$ cat config.mk
export PLATFORM = sky130hd
export DESIGN_NAME = spwm_div
export DESIGN_NICKNAME = d
export VERILOG_FILES = /design/src/rtl/core/spwm_pkg.sv /design/src/rtl/core/spwm_div.sv
export SDC_FILE = /design/constraint.sdc
export NUM_CORES = 2
export LEC_CHECK = 0
export BUFFER_PORTS_ARGS = -buffer_cell sky130_fd_sc_hd__buf_2
export CORE_MARGIN = 1.5
export CORE_UTILIZATION = 44
export CTS_CLUSTER_DIAMETER = 40
export DETAILED_ROUTE_END_ITERATION = 10
export SYNTH_ARGS = -nofsm -noshare
export SYNTH_HDL_FRONTEND = slang
export SYNTH_SLANG_ARGS = --single-unit
$ cat constraint.sdc
create_clock -name clk -period 10.53 [get_ports clk]
set_input_delay 1.053 -clock clk [delete_from_list [all_inputs] [get_ports clk]]
set_output_delay 1.053 -clock clk [all_outputs]
set_load 0.03 [all_outputs]
$ cat src/rtl/core/spwm_pkg.sv
// Shared types, register codes and constants for the SPWM compare value generator.
// Also holds the constant sine series used to build the quarter-wave table.
// Depends on nothing; every other file in rtl/core imports it.
package spwm_pkg;

  // Field widths fixed by the register map and the item format.
  localparam int TCLK_W   = 32;
  localparam int FREQ_W   = 16;
  localparam int RATIO_W  = 11;
  localparam int MOD_W    = 16;
  localparam int IDX_W    = 10;
  localparam int QUO_W    = 16;
  localparam int DIVP_W   = FREQ_W + RATIO_W;
  localparam int MAG_W    = 15;
  localparam int CFG_IDX_W = 3;

  // Register indexes on the configuration port.
  typedef enum logic [CFG_IDX_W-1:0] {
    CFG_TIMER_CLOCK = 3'd0,
    CFG_SINE_FREQ   = 3'd1,
    CFG_CARRIER     = 3'd2,
    CFG_MOD_INDEX   = 3'd3,
    CFG_THREE_PHASE = 3'd4
  } cfg_reg_t;

  // Register reset values.
  localparam logic [TCLK_W-1:0]  TCLK_RST  = 32'd90000000;
  localparam logic [FREQ_W-1:0]  FREQ_RST  = 16'd50;
  localparam logic [RATIO_W-1:0] RATIO_RST = 11'd500;
  localparam logic [MOD_W-1:0]   MOD_RST   = 16'd26214;

  // Phase offset of two thirds of a turn in a 16-bit phase word.
  localparam logic [QUO_W-1:0] TWO_THIRDS_TURN = 16'd43691;
  // pi/2 in Q30.
  localparam longint unsigned PI_HALF_Q30 = 64'd1686629713;
  // 1.0 in the Q30 sum of the compare formula.
  localparam logic [31:0] ONE_Q30 = 32'h4000_0000;

  // Item as it enters the divider.
  typedef struct packed {
    logic             vld;
    logic [IDX_W-1:0] idx;
  } spwm_front_t;

  // Item as it leaves the divider.
  typedef struct packed {
    logic             vld;
    logic             oob;
    logic [QUO_W-1:0] period;
    logic [QUO_W-1:0] phase;
  } spwm_div_t;

  // Q15 sine of x (Q30 radians, 0 to pi/2) by a six-term Taylor series.
  function automatic logic [MAG_W-1:0] sine_from_x(input longint unsigned x);
    longint unsigned x2;
    longint unsigned t;
    longint unsigned q;
    longint          sum;
    x2  = (x * x) >> 30;
    t   = x;
    sum = $signed(x);
    t   = ((t * x2) >> 30) / 64'd6;
    sum = sum - $signed(t);
    t   = ((t * x2) >> 30) / 64'd20;
    sum = sum + $signed(t);
    t   = ((t * x2) >> 30) / 64'd42;
    sum = sum - $signed(t);
    t   = ((t * x2) >> 30) / 64'd72;
    sum = sum + $signed(t);
    t   = ((t * x2) >> 30) / 64'd110;
    sum = sum - $signed(t);
    if (sum < 0) begin
      sum = 0;
    end
    q = ($unsigned(sum) * 64'd32768 + (64'd1 << 29)) >> 30;
    if (q > 64'd32767) begin
      q = 64'd32767;
    end
    return q[MAG_W-1:0];
  endfunction

endpackage

$ cat src/rtl/core/spwm_div.sv
// Pipelined restoring divider: one quotient bit per stage for the timer period
// and, in lockstep, for the phase fraction. Imports spwm_pkg.
module spwm_div
  import spwm_pkg::*;
(
  input  logic                clk,
  input  logic                rst_n,
  input  spwm_front_t         in_item,
  input  logic [DIVP_W-1:0]   per_divisor,
  input  logic [RATIO_W-1:0]  ratio,
  input  logic [TCLK_W-1:0]   clk_hz,
  output spwm_div_t           out_item
);

  localparam int STEPS = QUO_W;

  logic               vld_r  [STEPS];
  logic               oob_r  [STEPS];
  logic               sat_r  [STEPS];
  logic [DIVP_W-1:0]  remp_r [STEPS];
  logic [RATIO_W-1:0] remh_r [STEPS];
  logic [QUO_W-1:0]   qp_r   [STEPS];
  logic [QUO_W-1:0]   qh_r   [STEPS];

  for (genvar k = 0; k < STEPS; k++) begin : g_step
    logic               v_in;
    logic               o_in;
    logic               s_in;
    logic [DIVP_W-1:0]  rp_in;
    logic [RATIO_W-1:0] rh_in;
    logic [QUO_W-1:0]   qp_in;
    logic [QUO_W-1:0]   qh_in;
    logic               bit_in;
    logic [DIVP_W:0]    tp_nxt;
    logic [RATIO_W:0]   th_nxt;

    if (k == 0) begin : g_first
      // The upper half of the dividend seeds the period remainder. If it is
      // not below the divisor, the quotient exceeds 16 bits and saturates.
      // The phase dividend is index times 65536, so the index seeds it.
      assign v_in  = in_item.vld;
      assign o_in  = ({1'b0, in_item.idx} >= ratio);
      assign s_in  = (DIVP_W'(clk_hz[TCLK_W-1:QUO_W]) >= per_divisor);
      assign rp_in = DIVP_W'(clk_hz[TCLK_W-1:QUO_W]);
      assign rh_in = RATIO_W'(in_item.idx);
      assign qp_in = '0;
      assign qh_in = '0;
    end else begin : g_next
      assign v_in  = vld_r[k-1];
      assign o_in  = oob_r[k-1];
      assign s_in  = sat_r[k-1];
      assign rp_in = remp_r[k-1];
      assign rh_in = remh_r[k-1];
      assign qp_in = qp_r[k-1];
      assign qh_in = qh_r[k-1];
    end

    // Trial subtraction; the top bit is set when the divisor does not fit.
    assign bit_in = clk_hz[QUO_W-1-k];
    assign tp_nxt = {rp_in, bit_in} - {1'b0, per_divisor};
    assign th_nxt = {rh_in, 1'b0} - {1'b0, ratio};

    always_ff @(posedge clk) begin
      if (!rst_n) begin
        vld_r[k] <= 1'b0;
      end else begin
        vld_r[k] <= v_in;
      end
    end

    always_ff @(posedge clk) begin
      oob_r[k]  <= o_in;
      sat_r[k]  <= s_in;
      qp_r[k]   <= {qp_in[QUO_W-2:0], ~tp_nxt[DIVP_W]};
      qh_r[k]   <= {qh_in[QUO_W-2:0], ~th_nxt[RATIO_W]};
      remp_r[k] <= tp_nxt[DIVP_W] ? {rp_in[DIVP_W-2:0], bit_in} : tp_nxt[DIVP_W-1:0];
      remh_r[k] <= th_nxt[RATIO_W] ? {rh_in[RATIO_W-2:0], 1'b0} : th_nxt[RATIO_W-1:0];
    end
  end

  // Last stage: saturate the period at its full 16-bit range.
  assign out_item.vld    = vld_r[STEPS-1];
  assign out_item.oob    = oob_r[STEPS-1];
  assign out_item.period = sat_r[STEPS-1] ? {QUO_W{1'b1}} : qp_r[STEPS-1];
  assign out_item.phase  = qh_r[STEPS-1];

endmodule

======== Yosys cells after proc, flatten, opt, wreduce, memory -nomap -nowiden ========
Memories as Yosys holds them, arrays and structs flattened.
Cells that the tools add are included.
word-level totals
  register bits after elaboration ......... 0
  bits in writable memories ............... 1,168
  input port bits ......................... 83
  output and inout port bits .............. 34
  word-level logic and storage cells ...... 140
  memories kept ........................... 7
operators by class
  add/sub/neg operators ................... 32
  order comparisons ....................... 2
  multiplexer cells ....................... 51
  bitwise gates (word level) .............. 48
memories
  name         depth  bits a word  read ports  clocked after Yosys merged registers in  wr ports  line            RTL
  remp_r       16     27           15          0                                        16        spwm_div.sv:20  logic [DIVP_W-1:0] remp_r [STEPS];
  qh_r         16     16           16          0                                        16        spwm_div.sv:23  logic [QUO_W-1:0] qh_r [STEPS];
  qp_r         16     16           16          0                                        16        spwm_div.sv:22  logic [QUO_W-1:0] qp_r [STEPS];
  remh_r       16     11           15          0                                        16        spwm_div.sv:21  logic [RATIO_W-1:0] remh_r [STEPS];
  oob_r        16     1            16          0                                        16        spwm_div.sv:18  logic oob_r [STEPS];
  sat_r        16     1            16          0                                        16        spwm_div.sv:19  logic sat_r [STEPS];
  +1 memories  -      -            -           -                                        -         -
operators with widths
  operator                                          number
  27-bit 2-to-1 mux                                 16
  28-bit by 27-bit subtractor with 28-bit output    15
  12-bit by 11-bit subtractor with 12-bit output    15
  11-bit 2-to-1 mux                                 16
  1-bit NOT                                         32
  17-bit by 27-bit subtractor with 28-bit output    1
  16-bit by 27-bit >= comparator with 1-bit output  1
  1-bit 2-to-1 mux                                  18
  16-bit 2-to-1 mux                                 1
  1-bit OR                                          16
  11-bit by 11-bit subtractor with 12-bit output    1
  10-bit by 11-bit >= comparator with 1-bit output  1

======== Depth between registers and ports, before layout ========
An unclocked memory read counts as a cell.
  depth after elaboration ................. 3
  depth in mapped cells ................... 14
  gate-level depth less buffers ........... 13

======== Least setup slack after synthesis ========
No wires, ideal clock.
  path type ............................... input-to-reg
  start ................................... input per_divisor[1]
  end ..................................... memory remp_r[1][168] (netlist bit)
  library setup time ...................... 0.121 ns
  data arrival time ....................... 4.760 ns
  data required time ...................... 10.409 ns
  path slack .............................. 5.649 ns
  stages on the path ...................... 11
  buffers on the path ..................... 1
  path through ............................ inv_1 > ha_1 > nor2b_1 > o31ai_1 > a2bb2oi_1 > a221o_1 > a211oi_1 > o41ai_2 > xor2_1 > buf_2 > mux2_2
RTL lines
  what             line            RTL
  start, declared  spwm_div.sv:9   input logic [DIVP_W-1:0] per_divisor,
  end, declared    spwm_div.sv:20

==> reports/qor.csv <==
stage;metric;value;unit
status;status;complete, no violations;
timing;fin_crit;4.76;ns
die;fp.dieW;348;um
setup_path;reg2reg_depth;10;
setup_path;crit_fanout;17;
timing;finalWorstSetupSlack;5.77;ns
setup_path;r2r-end;remp_r[0][112];
synth;synth_enable_flop_cells;0;
route;drtIter0Drc;2185;
setup_path;start_kind;input port;
global_route;track_usage;0.210;
clock_network;cts_buffers;162;
synth;ys_types;101;
worst_hold_path;hold_depth;0;
placement;routabilityCongestion;0.869;
cells_and_area;drive_gt1_frac;0.164;
cells_and_area;fillCellCount;10900;
setup_path;critical_path_required;11.21;ns
setup_path;worst_path_max_delay_cell;xnor2_1;
cells_and_area;syn_to_final_growth;15.9;%
clock_network;cts_max_level;4;
clock_network;clkTransAtPathRegs;0.05;ns
power_and_ir_drop;irDropWorstVdd;0.000215;V
global_route;grt.busiest_layer;met2;
global_route;met1_usage;0.265;
die;core;0.118;mm2
timing;fin_setup_tns;0;ns
setup_path;reg2reg_from;remp_r[0][82];
global_route;grt_pass1_vias;39700;
clock_network;cts_resized;0;
route;finalWirelength;128;mm
synth;avgSynthCellArea;9.47;um2
timing;rsz0062_at_grt;no;
synth;yosysTopAreaCellShare;0.341;
setup_path;crit_top_cell;o21ai_0;
die;dieArea;0.121;mm2
route;viasPerCell;5.46;
cells_and_area;nets;6485;
die;num_rows;126;
global_route;grt_overflow;0;
setup_path;crit_arrival;5.44;ns
timing;drv_slew;0;
route;drtAntennaViolNets;0;
setup_path;slowest_delay;0.96;ns
setup_path;critPathKind;in -> reg;
worst_hold_path;hp-start;qp_r[5][6];
timing;hold_viol;0;
cells_and_area;antenna_cells;0;
synth;ys_top_cells_by_area;dfxtp_1, ha_1, mux2_2;
clock_network;postCtsSetupRepairBufs;0;
worst_hold_path;hp-class;reg -> reg;
synth;async_reset_ff_frac;0;
synth;yosysWarnings;0;
die;num_io_pins;117;
synth;synth_seq_cells;890;
clock_network;clk_latency;0.78;ns
run;maxCapViolations;0;
setup_path;critical-path-top-delay-family;compound AO/OA/AOI/OAI gates;
clock_network;postCtsHoldBufs;0;
clock_network;clock-root-buffer;clkbuf_16;
timing;fin_crit_sh;0.452;
setup_path;path_cells;buf_2 > inv_1 > ha_1 > nor2b_1 > o21ai_0 > a21boi_0 > o21ai_0 > a21oi_1 > a31oi_1 > o21ai_0 > xnor2_1 > mux2_2;
route;wl_per_cell;17.1;um
global_route;use_met3;0.0479;
setup_path;endpoint_kind;register;
timing;max_slew_margin;0.179;
placement;dpl.hpwl;90.1;mm
synth;synth_largest_area_cell;dfxtp_1;
global_route;grt_pass1_wl;206;mm
clock_network;cts.sinks;890;
synth;syn_inst;5525;
route;drcViolationCount;0;
synth;ys_seq_area_frac;0.341;
die;die_h;348;um
worst_hold_path;whs_endpoint;qp_r[5][23];
route;drt-pass1-iter-count;6;
timing;worst_pin_slew;1.22;ns
cells_and_area;utilization;0.514;
route;vias;40600;
setup_path;path_buf_inv;2;
clock_network;cts_tree;done;
global_route;grt_start_max_net_pins;54;
timing;setup_viol;0;
power_and_ir_drop;pwr_density_cell;385;mW/mm2
synth;ys.flop_type;dfxtp_1;
timing;fmax;210;MHz
timing;fin_skew;0.0374;ns
global_route;grt_use_met2;0.347;
global_route;grt_antenna_before_repair;1;
power_and_ir_drop;power.leakage;26.9;nW
placement;port_buffers;116;
setup_path;reg2reg_slack;6.56;ns
die;start_util;0.444;
clock_network;clk_path_buf_depth;3;
synth;syn_area;0.0523;mm2
placement;dpl_worst_slack;4.92;ns
## power by group
group          internal [mW]  switching (mW)  leakage [nW]  total (mW)
Sequential              5.08           0.853          7.48        5.93
Combinational           5.93            6.06          16.6        12.0
Clock                   3.47            1.96          2.83        5.43
Total                   14.5            8.87          26.9        23.3
## cell usage after synthesis, types with 9 or more instances
cell and number:
xor2_1 120, o21a_1 68, buf_2 27, nand2_1 296, inv_1 269, a2bb2oi_1 14, a21boi_0 45, or3_1 31
o31a_1 16, nor3b_1 31, o2111ai_1 20, and3_1 51, a31oi_1 70, nand4_1 37, and2_1 62, a21o_1 202
o21bai_1 45, a311oi_1 15, mux2i_1 37, xnor2_1 302, a211oi_1 32, nor2_1 317, nor2b_1 107, nand3_1 90
a221oi_1 18, ha_1 607, a21oi_1 395, o31ai_1 34, a2111oi_0 13, nand2b_1 63, o211ai_1 62, or2_2 44
nor3_1 105, fa_1 30, o21ai_0 314, mux2_2 409, or4_1 11, a31o_2 9, mux2_4 16, dfxtp_1 890
clkbuf_1 49
## flip-flops by register name, indices dropped and copies added (netlist names)
signal  count
remh_r    165
vld_r      16
remp_r    405
oob_r      16
qp_r      136
sat_r      16
qh_r      136
## area by class of cell
| class | instances | area [um2] | share of cell area |
|---|---|---|---|
| Clock inverter | 116 | 1540 | 0.0254 |
| Inverter | 271 | 1020 | 0.0168 |
| Sequential cell | 890 | 17800 | 0.294 |
| Clock buffer | 187 | 4290 | 0.0707 |
| Multi-Input combinational cell | 4280 | 33100 | 0.547 |
| Tap cell | 1536 | 1920 | 0.0317 |
| Timing Repair Buffer | 160 | 911 | 0.0150 |
## how the worst max path moves through the flow
stage | start | to | slack, ns | cells past startpoint
2_1_floorplan | per_divisor[1] | remp_r[1][168] | 5.65 | 11
3_3_place_gp | ratio[1] | remh_r[1][68] | 5.03 | 12
3_5_place_dp | ratio[1] | remh_r[0][35] | 4.92 | 12
4_1_cts | ratio[1] | remh_r[1][64] | 5.71 | 12
5_1_grt | ratio[1] | remh_r[1][73] | 5.26 | 12
6_report | ratio[1] | remh_r[0][83] | 5.77 | 12
## logic make-up (layout without fill, tap and decap cells)
logic type	after synthesis	in the layout	synth area share
fa+ha+maj	637	637	0.157
xor+xnor	426	426	0.0719
mux	462	462	0.0997
simple gates	1281	1281	0.122
buf+inv	359	734	0.0280
flops	890	890	0.341
compound gates	1469	1469	0.181
other cells	1	5	0.0000717
## per-layer routing
layer  vias to the layer above  part of all wire
met5                         -                 0
met4                         0             0.034
met3                       272             0.053
met2                       783              0.46
met1                     18900              0.46
li1                      20700                 -
## worst reg2reg max path: stages, from the launching register on
cell and delay, ns:
dfxtp_1 0.32, ha_1 0.36, o21a_1 0.15, o31a_1 0.21, o21ai_0 0.20, a2111oi_1 0.71
o21ai_0 0.23, a211oi_1 0.29, o22ai_1 0.18, xor2_4 0.77, mux2_2 0.44
## through the flow
stage                     area (um2)  cells  power, mW  hold slack (ns)
after global placement         54800   7137       17.7            0.310
after global routing           60600   7440       25.2            0.305
final                          60600   7440       23.3            0.302
after floorplan                52300   5529       15.5            0.310
after CTS                      60600   7440       23.5            0.303
after detailed placement       54800   7137       17.9            0.312
## cell usage in the layout (no fill, tap or decap), types with 18 or more instances in the layout
master       n
dfxtp_1    890
ha_1       607
mux2_2     409
a21oi_1    395
nor2_1     317
o21ai_0    314
xnor2_1    301
nand2_1    296
inv_1      268
a21o_1     202
clkbuf_16  163
xor2_1     118
buf_2      116
nor2b_1    107
nor3_1     105
nand3_1     90
a31oi_1     70
o21a_1      68
nand2b_1    63
o211ai_1    62
and2_1      62
and3_1      51
a21boi_0    45
o21bai_1    45
or2_2       44
buf_4       44
nand4_1     37
mux2i_1     37
o31ai_1     33
a211oi_1    32
or3_1       31
nor3b_1     31
fa_1        30
clkinv_2    26
inv_6       23
o2111ai_1   20
bufinv_16   19
a221oi_1    18
Note: power is estimated with default switching activity, not from simulation.
